--- src/sv/gvl_pkg.sv ---
// Package for the vertex lighting block: unit widths, table word and light kind codes,
// controller states, datapath operations and the command/status structs.
// No dependencies.
package gvl_pkg;

   localparam int LIGHT_SLOTS_DEF = 8;

   localparam int SQ_W    = 34;
   localparam int SQ_R_W  = 17;
   localparam int MUL_A_W = 51;
   localparam int MUL_B_W = 36;
   localparam int MUL_P_W = 87;
   localparam int DIV_W   = 95;

   localparam logic [2:0] WORD_AMBIENT   = 3'd0;
   localparam logic [2:0] WORD_DIFFUSE   = 3'd1;
   localparam logic [2:0] WORD_DIRECTION = 3'd2;
   localparam logic [2:0] WORD_POSITION  = 3'd3;
   localparam logic [2:0] WORD_ATTEN     = 3'd4;

   localparam logic [1:0] KIND_AMBIENT  = 2'd0;
   localparam logic [1:0] KIND_INFINITE = 2'd1;
   localparam logic [1:0] KIND_POINT    = 2'd2;

   typedef enum logic [4:0] {
      S_IDLE, S_FETCH, S_CHECK, S_AMB, S_INF_DOT, S_INF_SUM, S_INF_CH,
      S_PT_VEC, S_PT_DOT, S_PT_CHK, S_SQD_GO, S_SQD_WAIT, S_SQN_GO, S_SQN_WAIT,
      S_ATT_GO, S_ATT_WAIT, S_ATT_SUM, S_DEN_GO, S_DEN_WAIT, S_NUM_GO, S_NUM_WAIT,
      S_DIV_INIT, S_DIV_STEP, S_ACC, S_NEXT, S_DONE
   } state_type;

   typedef enum logic [4:0] {
      OP_NONE, OP_LOAD, OP_CAPTURE, OP_FETCH, OP_AMB, OP_INF_DOT, OP_INF_SUM,
      OP_INF_CH, OP_PT_VEC, OP_PT_DOT, OP_SQD_GO, OP_SQD_WAIT, OP_SQN_GO,
      OP_SQN_WAIT, OP_ATT_GO, OP_ATT_SUM, OP_DEN_GO, OP_DEN_WAIT, OP_NUM_GO,
      OP_DIV_INIT, OP_DIV_STEP, OP_ACC
   } dp_op_type;

   typedef struct packed {
      dp_op_type  op;
      logic [1:0] chan;
   } cmd_type;

   typedef struct packed {
      logic       light_en;
      logic [1:0] kind;
      logic       dot_pos;
      logic       unit_busy;
   } status_type;

endpackage

--- src/sv/gvl_ctrl.sv ---
// Controller: sequencing state machine, light, channel and step counters, light_count register.
// Depends on gvl_pkg.
module gvl_ctrl #(
   parameter  int LIGHT_SLOTS = gvl_pkg::LIGHT_SLOTS_DEF,
   localparam int IW = (LIGHT_SLOTS > 1) ? $clog2(LIGHT_SLOTS) : 1
) (
   input  logic                clock,
   input  logic                reset,
   input  logic                start,
   input  logic                req_mode,
   input  logic                csr_we,
   input  logic [3:0]          csr_wdata,
   input  gvl_pkg::status_type status,
   output logic                busy,
   output logic                rsp_valid,
   output gvl_pkg::cmd_type    cmd,
   output logic [IW-1:0]       light_sel
);
   localparam int CW = $clog2(LIGHT_SLOTS + 1);
   localparam int SW = (CW > 4) ? CW : 4;

   gvl_pkg::state_type state_ff, state_in;
   logic [IW-1:0] light_ff, light_in;
   logic [1:0]    chan_ff, chan_in;
   logic [2:0]    step_ff, step_in;
   logic [3:0]    light_count_ff;
   logic [SW-1:0] scan;
   logic          last;

   always_comb begin
      scan = (SW'(light_count_ff) > SW'(LIGHT_SLOTS)) ? SW'(LIGHT_SLOTS)
                                                       : SW'(light_count_ff);
      last = (SW'(light_ff) + SW'(1)) == scan;
   end

   always_comb begin
      state_in = state_ff;
      case (state_ff)
         gvl_pkg::S_IDLE: begin
            if (start && req_mode) begin
               state_in = (scan == '0) ? gvl_pkg::S_DONE : gvl_pkg::S_FETCH;
            end
         end
         gvl_pkg::S_FETCH: state_in = gvl_pkg::S_CHECK;
         gvl_pkg::S_CHECK: begin
            if (!status.light_en) begin
               state_in = gvl_pkg::S_NEXT;
            end else begin
               case (status.kind)
                  gvl_pkg::KIND_AMBIENT:  state_in = gvl_pkg::S_AMB;
                  gvl_pkg::KIND_INFINITE: state_in = gvl_pkg::S_INF_DOT;
                  gvl_pkg::KIND_POINT:    state_in = gvl_pkg::S_PT_VEC;
                  default:                state_in = gvl_pkg::S_NEXT;
               endcase
            end
         end
         gvl_pkg::S_AMB:     state_in = gvl_pkg::S_NEXT;
         gvl_pkg::S_INF_DOT: state_in = gvl_pkg::S_INF_SUM;
         gvl_pkg::S_INF_SUM: state_in = status.dot_pos ? gvl_pkg::S_INF_CH : gvl_pkg::S_NEXT;
         gvl_pkg::S_INF_CH:  if (chan_ff == 2'd2) state_in = gvl_pkg::S_NEXT;
         gvl_pkg::S_PT_VEC:  state_in = gvl_pkg::S_PT_DOT;
         gvl_pkg::S_PT_DOT:  if (chan_ff == 2'd2) state_in = gvl_pkg::S_PT_CHK;
         gvl_pkg::S_PT_CHK:  state_in = status.dot_pos ? gvl_pkg::S_SQD_GO : gvl_pkg::S_NEXT;
         gvl_pkg::S_SQD_GO:  state_in = gvl_pkg::S_SQD_WAIT;
         gvl_pkg::S_SQD_WAIT: if (!status.unit_busy) state_in = gvl_pkg::S_SQN_GO;
         gvl_pkg::S_SQN_GO:  state_in = gvl_pkg::S_SQN_WAIT;
         gvl_pkg::S_SQN_WAIT: if (!status.unit_busy) state_in = gvl_pkg::S_ATT_GO;
         gvl_pkg::S_ATT_GO:  state_in = gvl_pkg::S_ATT_WAIT;
         gvl_pkg::S_ATT_WAIT: if (!status.unit_busy) state_in = gvl_pkg::S_ATT_SUM;
         gvl_pkg::S_ATT_SUM: state_in = gvl_pkg::S_DEN_GO;
         gvl_pkg::S_DEN_GO:  state_in = gvl_pkg::S_DEN_WAIT;
         gvl_pkg::S_DEN_WAIT: if (!status.unit_busy) state_in = gvl_pkg::S_NUM_GO;
         gvl_pkg::S_NUM_GO:  state_in = gvl_pkg::S_NUM_WAIT;
         gvl_pkg::S_NUM_WAIT: if (!status.unit_busy) state_in = gvl_pkg::S_DIV_INIT;
         gvl_pkg::S_DIV_INIT: state_in = gvl_pkg::S_DIV_STEP;
         gvl_pkg::S_DIV_STEP: if (step_ff == 3'd7) state_in = gvl_pkg::S_ACC;
         gvl_pkg::S_ACC: state_in = (chan_ff == 2'd2) ? gvl_pkg::S_NEXT : gvl_pkg::S_NUM_GO;
         gvl_pkg::S_NEXT: state_in = last ? gvl_pkg::S_DONE : gvl_pkg::S_FETCH;
         gvl_pkg::S_DONE: state_in = gvl_pkg::S_IDLE;
         default: state_in = gvl_pkg::S_IDLE;
      endcase
   end

   always_comb begin
      light_in = light_ff;
      chan_in  = chan_ff;
      step_in  = step_ff;
      case (state_ff)
         gvl_pkg::S_IDLE:  light_in = '0;
         gvl_pkg::S_FETCH: chan_in = '0;
         gvl_pkg::S_INF_CH, gvl_pkg::S_PT_DOT, gvl_pkg::S_ACC: begin
            chan_in = (chan_ff == 2'd2) ? 2'd0 : chan_ff + 2'd1;
         end
         gvl_pkg::S_DIV_INIT: step_in = '0;
         gvl_pkg::S_DIV_STEP: step_in = step_ff + 3'd1;
         gvl_pkg::S_NEXT: if (!last) light_in = light_ff + IW'(1);
         default: ;
      endcase
   end

   always_comb begin
      cmd.chan = chan_ff;
      case (state_ff)
         gvl_pkg::S_IDLE: begin
            if (start) begin
               cmd.op = req_mode ? gvl_pkg::OP_CAPTURE : gvl_pkg::OP_LOAD;
            end else begin
               cmd.op = gvl_pkg::OP_NONE;
            end
         end
         gvl_pkg::S_FETCH:    cmd.op = gvl_pkg::OP_FETCH;
         gvl_pkg::S_AMB:      cmd.op = gvl_pkg::OP_AMB;
         gvl_pkg::S_INF_DOT:  cmd.op = gvl_pkg::OP_INF_DOT;
         gvl_pkg::S_INF_SUM:  cmd.op = gvl_pkg::OP_INF_SUM;
         gvl_pkg::S_INF_CH:   cmd.op = gvl_pkg::OP_INF_CH;
         gvl_pkg::S_PT_VEC:   cmd.op = gvl_pkg::OP_PT_VEC;
         gvl_pkg::S_PT_DOT:   cmd.op = gvl_pkg::OP_PT_DOT;
         gvl_pkg::S_SQD_GO:   cmd.op = gvl_pkg::OP_SQD_GO;
         gvl_pkg::S_SQD_WAIT: cmd.op = gvl_pkg::OP_SQD_WAIT;
         gvl_pkg::S_SQN_GO:   cmd.op = gvl_pkg::OP_SQN_GO;
         gvl_pkg::S_SQN_WAIT: cmd.op = gvl_pkg::OP_SQN_WAIT;
         gvl_pkg::S_ATT_GO:   cmd.op = gvl_pkg::OP_ATT_GO;
         gvl_pkg::S_ATT_SUM:  cmd.op = gvl_pkg::OP_ATT_SUM;
         gvl_pkg::S_DEN_GO:   cmd.op = gvl_pkg::OP_DEN_GO;
         gvl_pkg::S_DEN_WAIT: cmd.op = gvl_pkg::OP_DEN_WAIT;
         gvl_pkg::S_NUM_GO:   cmd.op = gvl_pkg::OP_NUM_GO;
         gvl_pkg::S_DIV_INIT: cmd.op = gvl_pkg::OP_DIV_INIT;
         gvl_pkg::S_DIV_STEP: cmd.op = gvl_pkg::OP_DIV_STEP;
         gvl_pkg::S_ACC:      cmd.op = gvl_pkg::OP_ACC;
         default:             cmd.op = gvl_pkg::OP_NONE;
      endcase
      busy      = (state_ff != gvl_pkg::S_IDLE);
      rsp_valid = (state_ff == gvl_pkg::S_DONE);
      light_sel = light_ff;
   end

   always_ff @(posedge clock) begin
      if (reset) begin
         state_ff       <= gvl_pkg::S_IDLE;
         light_ff       <= '0;
         chan_ff        <= '0;
         step_ff        <= '0;
         light_count_ff <= '0;
      end else begin
         state_ff <= state_in;
         light_ff <= light_in;
         chan_ff  <= chan_in;
         step_ff  <= step_in;
         if (csr_we) begin
            light_count_ff <= csr_wdata;
         end
      end
   end

   a_strobe_single: assert property (@(posedge clock) disable iff (reset)
      rsp_valid |=> !rsp_valid)
      else $error("Result strobe held for more than one cycle.");

   a_shade_busy: assert property (@(posedge clock) disable iff (reset)
      (state_ff == gvl_pkg::S_IDLE && start && req_mode) |=> busy)
      else $error("Shading transaction accepted without going busy.");

   a_div_len: assert property (@(posedge clock) disable iff (reset)
      (state_ff == gvl_pkg::S_DIV_STEP && step_ff == 3'd7) |=> (state_ff == gvl_pkg::S_ACC))
      else $error("Quotient steps did not end after eight cycles.");

   a_sqrt_started: assert property (@(posedge clock) disable iff (reset)
      (state_ff == gvl_pkg::S_SQD_GO) |=> status.unit_busy)
      else $error("Square root unit did not start.");

endmodule

--- config.mk ---
export PLATFORM = sky130hd
export DESIGN_NAME = gvl_ctrl
export DESIGN_NICKNAME = d
export VERILOG_FILES = /design/src/sv/gvl_pkg.sv /design/src/sv/gvl_ctrl.sv
export SDC_FILE = /design/constraint.sdc
export NUM_CORES = 1
export LEC_CHECK = 0
export BUFFER_PORTS_ARGS = -buffer_cell sky130_fd_sc_hd__buf_4
export CORE_MARGIN = 8
export CORE_UTILIZATION = 30
export DETAILED_ROUTE_END_ITERATION = 10
export PLACE_DENSITY = 0.5
export SYNTH_ARGS = -nofsm -noshare
export SYNTH_HDL_FRONTEND = slang
export SYNTH_SLANG_ARGS = --single-unit
--- constraint.sdc ---
create_clock -name clock -period 2.4 [get_ports clock]
set_clock_uncertainty 0.1 [all_clocks]
set_input_delay 0.24 -clock clock [delete_from_list [all_inputs] [get_ports clock]]
set_output_delay 0.24 -clock clock [all_outputs]
set_load 0.01 [all_outputs]
==> key figures, run 1 <==
Worst setup path
  • Worst Path Required: 2.06 ns
  • WP data arrival: 1.92 ns
  • Worst Reg-to-Reg Cells: 6
  • Worst R2R Setup Slack: between 0.2 and 0.3 ns
  • Critical path class: reg2out
  • Crit. End Element: output port
  • Reg2reg start: light_sel[0]$_SDFFE_PP0P_
  • Crit Path Max Fanout: 14
  • Worst setup path startpoint: state_ff[4]$_SDFFE_PP0P_
  • Critical Path Source Type: flop

Global routing
  • Total track usage: 11.6%
  • Grt total ovfl: 0
  • Vias in the first global route: ~1500
  • Initial antenna violation count: 0
  • Largest net degree at the start of global routing: 19
  • First-pass GRT wire length: 7240 µm

Final layout
  • Commonest non-fill, non-tap cell in the layout: buf_4
  • # diodes: 0
  • Area Growth Syn to Fin: 21.5%
  • Most frequent cells in the layout: 40 x buf_4, 16 x nor2_1, 15 x nand2_1
  • Layout cells sized above 1: 25.5%
  • Nets: 254
  • Sequential cell area: 344 µm²
  • Fillers: 551
  • Multi-input gate area: approximately 1100 µm²
  • Cell Count, Final, Fillers Out: 305

Place
  • Port Buffer Count: 25
  • RD Place Congestion: 0.788
  • Placed Instances: 301
  • Dpl hpwl: 3460 µm

Timing
  • Pins Over Slew Limit: 0
  • Final setup viols: 0
  • Least-Margin Pin Slew: roughly 0.51 ns
  • Crit share post-route: 94.2%
  • Setup total negative slack: 0 ns
  • WHS: 0.120 ns
  • Fin crit period: 2.26 ns
  • Max-slew headroom: about two thirds
  • Max frequency: between 400 and 500 MHz
  • RSZ-0062 raised after global routing: false
  • Final hold violations: 0

Worst hold path
  • Hold path depth: 3
  • Worst hold path class: in2reg
  • HP Start: csr_wdata[2]

Route
  • Drt via density: 5.31
  • Drc violations: 0
  • DR pass1 iterations: 4
  • Post-route ant nets: 0
  • Post-DR wirelength/cell: 14.8 µm
  • Final wirelength: 4510 µm
  • DR vias: 1620
  • Initial DRC Count: 88

Outcome
  • Status: complete, no violations

Job
  • Max_cap viols: 0

Synthesis
  • Top_reg_cell synth: dfxtp_1
  • Synth cell types: 63
  • Seq cells post-synth: 17
  • Mapped Cells: 209
  • EDFF count, synth: 0
  • Post-synthesis instance area: 1600 µm²
  • Register area share after synthesis: a little over a fifth
  • Mean Syn Cell Area: 7.63 µm²
  • Ys Warns: 0
  • Post-synth ARST share: 0%
  • Synthesized Nets: 227

Clock tree
  • Clock tree from TritonCTS: built
  • Clock Pin Slew Worst Setup and Hold Paths: 0.08 ns
  • Hold buffers post-CTS: 0
  • Cts repair resizes: 0
  • Post-CTS setup buffers: 0
  • Clock Sinks: 17
  • Clock buffer depth: 2
  • Root Driver: clkbuf_8
  • Worst skew pair latency: 0.26 ns
  • H-tree levels: 1
  • Total CTS buffers: 3

Pwr
  • Cell leakage power: between 0.0007 and 0.0008 µW
  • Peak supply drop: between 0.2 and 0.3 mV
  • Pwr Density: 934 nW/µm²

Floorplan
  • Number of placement rows: 26
  • Core ar.: 5110 µm²
  • Die Width: 88.9 µm
  • Starting Density: 31.2%
  • I/O pin count: 26
  • Die area: roughly 8000 µm²
  • Die height: between 80 and 90 µm
## report_power, final
group	leakage (µW)	total (µW)	switching (µW)	internal, µW
combinational	0.000595	1130	597	533
clock	0.0000228	226	108	118
sequential	0.000140	454	126	328
## synth_stat cells (2+ instances only)
cell	instances	area, µm²
xor2_1	4	35.0
buf_6	2	22.5
and3b_1	2	17.5
a21oi_1	14	70.1
o211ai_1	5	37.5
a211oi_1	4	30.0
xnor2_1	2	17.5
o21bai_1	2	15.0
o311ai_0	2	17.5
nand4b_1	3	26.3
or4_4	2	22.5
nand2_1	15	56.3
a22oi_1	4	30.0
buf_2	6	30.0
o21a_1	2	15.0
a311oi_1	2	17.5
nor3_1	6	30.0
and2_1	3	18.8
clkbuf_1	6	22.5
inv_1	4	15.0
nand3_1	5	25.0
nor4_1	2	12.5
buf_1	3	11.3
ha_1	4	50.1
mux2i_1	6	60.1
nand3b_1	5	37.5
nand2b_1	4	25.0
a31oi_1	2	12.5
nor2_1	16	60.1
dfxtp_1	17	340
nor2_4	2	22.5
o21ai_2	2	17.5
nor2b_1	5	31.3
nor3b_1	2	15.0
or3_1	3	18.8
o21ai_0	14	70.1
## routing by layer
layer | up-vias | routed length [µm] | global-route usage, %
li1 | 830 | - | -
met1 | 744 | 2130 | 15.0
met2 | 38 | 2090 | 18.3
met3 | 8 | 235 | 2.76
met4 | 0 | 58 | 3.69
met5 | - | 0 | 0
## final timing paths
| path | end |
|---|---|
| min | light_count_ff[2]$_SDFFE_PP0P_ |
| max reg2reg | light_sel[2]$_SDFFE_PP0P_ |
| max | cmd[3] |
| min reg2reg | step_ff[0]$_SDFFE_PP0P_ |
## through the flow
| stage | setup slack, ns | area [µm²] | total power, µW | utilization, % |
|---|---|---|---|---|
| 2_1_floorplan | 0.399 | 1600 | 1210 | - |
| 3_3_place_gp | 0.340 | 1890 | 1590 | 37.0 |
| 4_1_cts | 0.0637 | 1930 | 1810 | 37.9 |
| 3_5_place_dp | 0.307 | 1890 | 1580 | 37.0 |
| 5_1_grt | 0.0622 | 1940 | 1940 | 37.9 |
| 6_report | 0.140 | 1940 | 1810 | 37.9 |
## flip-flops by register name (all words and copies together), names as in the netlist
name and cells:
light_sel 3, light_count_ff 4, chan_ff 2, step_ff 3, state_ff 5
## critical path: stages (launching register included)
cell      delay (ns)
dfxtp_1         0.64
or3b_1          0.46
mux2i_1         0.15
o21ai_0         0.10
o311ai_0        0.11
buf_4           0.19
## kinds of logic (layout without fill, tap and decap cells)
kind of cell	after synthesis	after routing	synth area share (%)
adders and majority gates	4	4	3.14
and+or+nand+nor	87	87	32.6
xor gates and xnor gates	6	6	3.29
AOI/OAI and AO/OA	66	66	28.4
muxes	7	7	4.47
buffers and inverters	22	48	6.82
DFF	17	17	21.3
## layout make-up
cell class / instances / area share (%)
clock buffer: 4 / 2.32
tap: 70 / 4.52
inverter: 4 / 0.775
sequential: 17 / 17.8
multi-input combinational: 170 / 59.1
timing repair buffer: 40 / 15.5
Power figures use the tool's default switching activity.
==> inputs of run 2 (changes only) <==
Settings changed: ABC_AREA from default to 1.
==> run 2 against run 1 <==
Effect of this change: clock power fell by 2%; synthesized cell count is 29% higher; power up 1.0%; critical endpoint unchanged; highest routed layer unchanged.
==> key figures, run 2 <==
Final layout
  • Most frequent cells in the layout: 80 x nand2_1, 42 x nor2_1, 30 x inv_1
  • Layout cells sized above 1: 18.2% (-7.3 points)
  • Number of flip-flops in the largest register: 5 (unchanged)
  • Nets: 315 (+24%)
  • Area Growth Syn to Fin: 20.0%
  • # diodes: 0 (unchanged)
  • Biggest regs: state_ff (5), light_count_ff (4)
  • Reg with most FFs: state_ff
  • Commonest non-fill, non-tap cell in the layout: nand2_1

Floorplan
  • Number of placement rows: 26 (unchanged)
  • I/O pin count: 26 (unchanged)
  • Die area: 7600 µm² (-3.9%)
  • Core ar.: 5010 µm² (-1.9%)
  • Die height: 87.2 µm (-2.0%)
  • Starting Density: 30.3% (-0.92 points)
  • Die Width: 87.2 µm (-2.0%)

Clock tree
  • Total CTS buffers: 3 (unchanged)
  • Clock Pin Slew Worst Setup and Hold Paths: 0.07 ns (about the same)
  • Clock tree from TritonCTS: built
  • Clock Sinks: 17 (unchanged)
  • Post-CTS setup buffers: 0 (unchanged)
  • Hold buffers post-CTS: 0 (unchanged)
  • Clock buffer depth: 2 (unchanged)
  • H-tree levels: 1 (unchanged)
  • Cts repair resizes: 0 (unchanged)
  • Worst skew pair latency: 0.25 ns (about the same)
  • Root Driver: clkbuf_8

Pwr
  • Peak supply drop: 0.295 mV (+16%)
  • Cell leakage power: 0.000914 µW (+21%)
  • Pwr Density: 1000 nW/µm² (+7.4%)

Route
  • Drc violations: 0 (unchanged)
  • DR vias: 1735 (+7.1%)
  • Drt via density: 4.74 (-11%)
  • Initial DRC Count: 138 (+57%)
  • Post-route ant nets: 0 (unchanged)
  • Post-DR wirelength/cell: 12.4 µm (-16%)
  • DR pass1 iterations: 4 (unchanged)
  • Final wirelength: 4550 µm (+0.78%)

Synthesis
  • EDFF count, synth: 0 (unchanged)
  • Yosys top cell area share: 22.4% (+1.1 points)
  • Register area share after synthesis: 22.4% (+1.1 points)
  • Post-synthesis instance area: 1520 µm² (-4.8%)
  • Count leader, synth: nand2_1
  • Top_reg_cell synth: dfxtp_1
  • Leading area contributor after synthesis: dfxtp_1
  • Synth top area cells: dfxtp_1 22%, nand2_1 20%, nor2_1 10%
  • Seq cells post-synth: 17 (unchanged)
  • Synth cell types: 26 (-59%)
  • Post-synth ARST share: 0% (unchanged)
  • Synthesized Nets: 288 (+27%)
  • Mapped Cells: 270 (+29%)
  • Mean Syn Cell Area: 5.63 µm² (-26%)
  • Synth cell count leaders: 80 x nand2_1, 42 x nor2_1, 30 x inv_1
  • Ys Warns: 0 (unchanged)

Worst setup path
  • Worst setup path startpoint: state_ff[0]$_SDFFE_PP0P_
  • Crit Path Max Fanout: 9 (-5)
  • Reg2reg start: state_ff[0]$_SDFFE_PP0P_
  • Crit. End Element: output port
  • Critical Path Source Type: flop
  • WP data arrival: 1.82 ns (-0.10 ns)
  • Worst Path Required: 2.06 ns (about the same)
  • Critical path class: reg2out

Timing
  • Final hold violations: 0 (unchanged)
  • Max-slew headroom: 72.6% (+6.4 points)
  • Fin crit period: 2.16 ns (-0.0962 ns)
  • RSZ-0062 raised after global routing: false
  • WHS: 0.105 ns (-0.0149 ns)
  • Pins Over Slew Limit: 0 (unchanged)
  • Crit share post-route: 90.2% (-4.0 points)
  • Final setup viols: 0 (unchanged)
  • Max frequency: 462 MHz (+4.4%)
  • Least-Margin Pin Slew: 0.411 ns (-0.0952 ns)
  • Setup total negative slack: 0 ns (unchanged)

Global routing
  • Grt total ovfl: 0 (unchanged)
  • Vias in the first global route: 1609 (+9.7%)
  • Largest net degree at the start of global routing: 11 (-8)
  • Initial antenna violation count: 0 (unchanged)
  • Total track usage: 12.5% (+0.94 points)
  • First-pass GRT wire length: 7490 µm (+3.4%)

Place
  • RD Place Congestion: 0.950 (+21%)
  • Port Buffer Count: 25 (unchanged)
  • Dpl hpwl: 3720 µm (+7.6%)

Outcome
  • Status: complete, no violations

Job
  • Max_cap viols: 0 (unchanged)

Worst hold path
  • Worst hold path class: in2reg
  • HP Start: csr_wdata[0]
run 2: cell types whose count changed in the layout (fill, tap and decap cells not counted), sizes merged, moves of 14 or more:
cell	change
nand2	+71
nor2	+34
inv	+31
nand3	+16
buf	-14
run 2: logic make-up after synthesis:
kind of cell	count (synthesis)	synth area share, %
flops	17	22.4
simple gates	174	51.6
fa+ha+maj	4	3.30
buf+inv	40	10.5
compound gates	35	12.3
run 2: where the power goes:
group	internal (µW)	switching (µW)
logic	439	726
clock network	118	104
registers	344	98.8
total	901	929
run 2: stage by stage:
stage	cells	setup slack, ns	cell area, µm²	util (%)	power, µW
final	366	0.236	1820	36.4	1830
after detailed placement	362	0.582	1780	35.5	1620
after global placement	362	0.555	1780	35.5	1640
after global routing	366	0.176	1820	36.4	2010
after CTS	366	0.279	1820	36.4	1850
after floorplan	270	0.837	1520	-	1240
run 2: cell type report:
class	instances	area (µm²)
clock buffer	4	45.0
timing repair buffer	26	195
fill	590	3190
multi-input combinational	213	1020
sequential	17	340
inverter	36	135
tap	70	87.6
run 2: path summary, 6_finish.rpt:
| kind | cells after the start | slack, ns | to |
|---|---|---|---|
| setup / recovery | 6 | 0.24 | cmd[3] |
| hold / removal | 3 | 0.11 | light_count_ff[0]$_SDFFE_PP0P_ |
| setup reg to reg | 8 | 0.54 | state_ff[3]$_SDFFE_PP0P_ |
| hold reg to reg | 1 | 0.36 | step_ff[0]$_SDFFE_PP0P_ |
run 2: worst max-delay path, cell delays in order (launching register included):
cell	delay [ns]
dfxtp_1	0.57
nor2_2	0.09
nand2_1	0.15
o21ai_0	0.15
nor3_1	0.26
o2111ai_1	0.16
buf_4	0.17
run 2: layer usage:
metal	track usage (%)	wire [µm]	vias to the layer above	share of wire, %
li1	-	-	917	-
met1	16.0	2190	752	48
met2	19.2	2010	55	44
met3	2.64	232	11	5.1
met4	6.41	117	0	2.6
met5	0	0	-	0
==> inputs of run 3 (changes only) <==
Settings changed: GPL_TIMING_DRIVEN from default to 0.
==> run 3 against run 2 <==
Effect of this change: non-clock buffer count up 2; fmax up 3.0%; global-route usage down 0.47 points; critical path depth unchanged; cell count up 0.55%; via count down 0.58%; largest power group unchanged; utilization up 0.17 points; largest cell class unchanged; die area unchanged; setup slack better by 0.064 ns.
==> key figures, run 3 (synthesized netlist as in run 2, its figures left out) <==
Final layout
  • Post-Layout Inst Area: 1830 µm² (+0.48%)
  • Reg with most FFs: state_ff
  • Area Growth Syn to Fin: 20.6%
  • Most frequent cells in the layout: 80 x nand2_1, 42 x nor2_1, 30 x inv_1
  • Commonest non-fill, non-tap cell in the layout: nand2_1
  • Biggest regs: state_ff (5), light_count_ff (4)
  • Nets: 317 (+0.63%)
  • # diodes: 0 (unchanged)
  • Layout cells sized above 1: 18.5% (+0.21 points)
  • Number of flip-flops in the largest register: 5 (unchanged)

Clock tree
  • Cts repair resizes: 0 (unchanged)
  • Post-CTS setup buffers: 0 (unchanged)
  • Root Driver: clkbuf_8
  • Worst skew pair latency: 0.25 ns (about the same)
  • Clock Pin Slew Worst Setup and Hold Paths: 0.07 ns (about the same)
  • Hold buffers post-CTS: 0 (unchanged)
  • H-tree levels: 1 (unchanged)
  • Clock Sinks: 17 (unchanged)
  • Total CTS buffers: 3 (unchanged)
  • Clock tree from TritonCTS: built
  • Clock buffer depth: 2 (unchanged)

Floorplan
  • Die area: 7600 µm² (unchanged)
  • Die Width: 87.2 µm (unchanged)
  • I/O pin count: 26 (unchanged)
  • Core ar.: 5010 µm² (unchanged)
  • Die height: 87.2 µm (unchanged)
  • Number of placement rows: 26 (unchanged)
  • Starting Density: 30.3% (unchanged)

Worst setup path
  • Critical Path Source Type: flop
  • WP data arrival: 1.76 ns (-0.06 ns)
  • Critical path class: reg2out
  • Crit Path Max Fanout: 6 (-3)
  • CP max stage cell: dfxtp_1
  • CP Cell Sequence: nor2_2, nand3_1, o21ai_0, nor3_1, o2111ai_1, buf_4
  • Buf+Inv Stages, Crit Path: 1 (unchanged)
  • Slowest stage delay, CP: 0.49 ns (-0.08 ns)
  • Crit path max-delay family: simple AND/OR/NAND/NOR gates
  • Worst Path Required: 2.06 ns (about the same)
  • Crit. End Element: output port

Place
  • Post-DP Area: 1790 µm² (+0.49%)
  • Dpl hpwl: 3620 µm (-2.6%)
  • Port Buffer Count: 24 (-4.0%)
  • RD Place Congestion: 0.875 (-7.9%)

Global routing
  • Met1 Use GR: 15.5% (-0.56 points)
  • Initial antenna violation count: 0 (unchanged)
  • First-pass GRT wire length: 7280 µm (-2.8%)
  • Total track usage: 12.0% (-0.47 points)
  • Vias in the first global route: 1540 (-4.3%)
  • Met3 GRT Util: 2.83% (+0.19 points)
  • Largest net degree at the start of global routing: 11 (unchanged)
  • GR met2 Demand/Resource: 19.2% (+0.069 points)
  • Busiest grt layer: met2
  • Grt total ovfl: 0 (unchanged)

Timing
  • Least-Margin Pin Slew: 0.491 ns (+0.0805 ns)
  • RSZ-0062 raised after global routing: false
  • Final hold violations: 0 (unchanged)
  • Max frequency: 476 MHz (+3.0%)
  • Fin crit period: 2.10 ns (-0.0639 ns)
  • Max-slew headroom: 67.3% (-5.3 points)
  • Final setup viols: 0 (unchanged)
  • Pins Over Slew Limit: 0 (unchanged)
  • Crit share post-route: 87.5% (-2.7 points)
  • Setup total negative slack: 0 ns (unchanged)

Outcome
  • Status: complete, no violations

Route
  • Post-route ant nets: 0 (unchanged)
  • Drc violations: 0 (unchanged)
  • Initial DRC Count: 118 (-14%)
  • Drt via density: 4.69 (-1.1%)
  • DR vias: 1725 (-0.58%)
  • Post-DR wirelength/cell: 12.1 µm (-2.6%)
  • Final wirelength: 4450 µm (-2.1%)
  • DR pass1 iterations: 4 (unchanged)

Worst hold path
  • Worst hold path class: in2reg

Pwr
  • Cell leakage power: 0.000921 µW (+0.75%)
  • Peak supply drop: 0.335 mV (+14%)
  • Pwr Density: 1010 nW/µm² (+0.27%)

Job
  • Max_cap viols: 0 (unchanged)
==> run 3: cell types whose count changed in the layout (fill, tap and decap cells not counted), sizes merged <==
cell,previous run,this run
buf,26,27
clkbuf,4,5
==> run 3: layer usage <==
layer / up-vias / part of all wire [%]
li1: 924 / -
met1: 746 / 48
met2: 47 / 43
met3: 8 / 6.4
met4: 0 / 1.7
met5: - / 0
==> run 3: where the power goes <==
part	switching (µW)	total (µW)	leakage (µW)	internal, µW
clock network	102	220	0.0000228	118
registers	63.8	407	0.000139	343
logic	766	1220	0.000759	450
total	932	1840	0.000921	911
==> run 3: final timing paths <==
kind | to | slack (ns) | from | cells after the start
setup / recovery | cmd[3] | 0.30 | state_ff[2]$_SDFFE_PP0P_ | 6
hold / removal | light_count_ff[0]$_SDFFE_PP0P_ | 0.11 | csr_wdata[0] | 3
setup reg to reg | state_ff[2]$_SDFFE_PP0P_ | 0.63 | state_ff[4]$_SDFFE_PP0P_ | 9
hold reg to reg | step_ff[0]$_SDFFE_PP0P_ | 0.36 | step_ff[0]$_SDFFE_PP0P_ | 1
==> run 3: tightest hold or removal path: cells and delay by family <==
| family | cells | cell delay [ns] |
|---|---|---|
| and+or+nand+nor | 2 | 0.11 |
| buffers and inverters | 1 | 0.08 |
==> run 3: cell type report <==
| cell class | instances | area [µm²] |
|---|---|---|
| Buffer | 4 | 23.8 |
| Clock buffer | 4 | 45.0 |
| Fill cell | 575 | 3180 |
| Inverter | 36 | 135 |
| Multi-Input combinational cell | 213 | 1020 |
| Sequential cell | 17 | 340 |
| Tap cell | 70 | 87.6 |
| Timing Repair Buffer | 24 | 180 |
==> run 3: through the flow <==
stage,util [%],instances,power [µW],hold WS (ns),setup slack (ns)
after floorplan,-,270,1240,0.275,0.837
after global placement,35.7,364,1640,0.352,0.556
after detailed placement,35.7,364,1630,0.352,0.591
after CTS,36.6,368,1860,0.109,0.296
after global routing,36.6,368,2020,0.117,0.196
final,36.6,368,1840,0.110,0.300
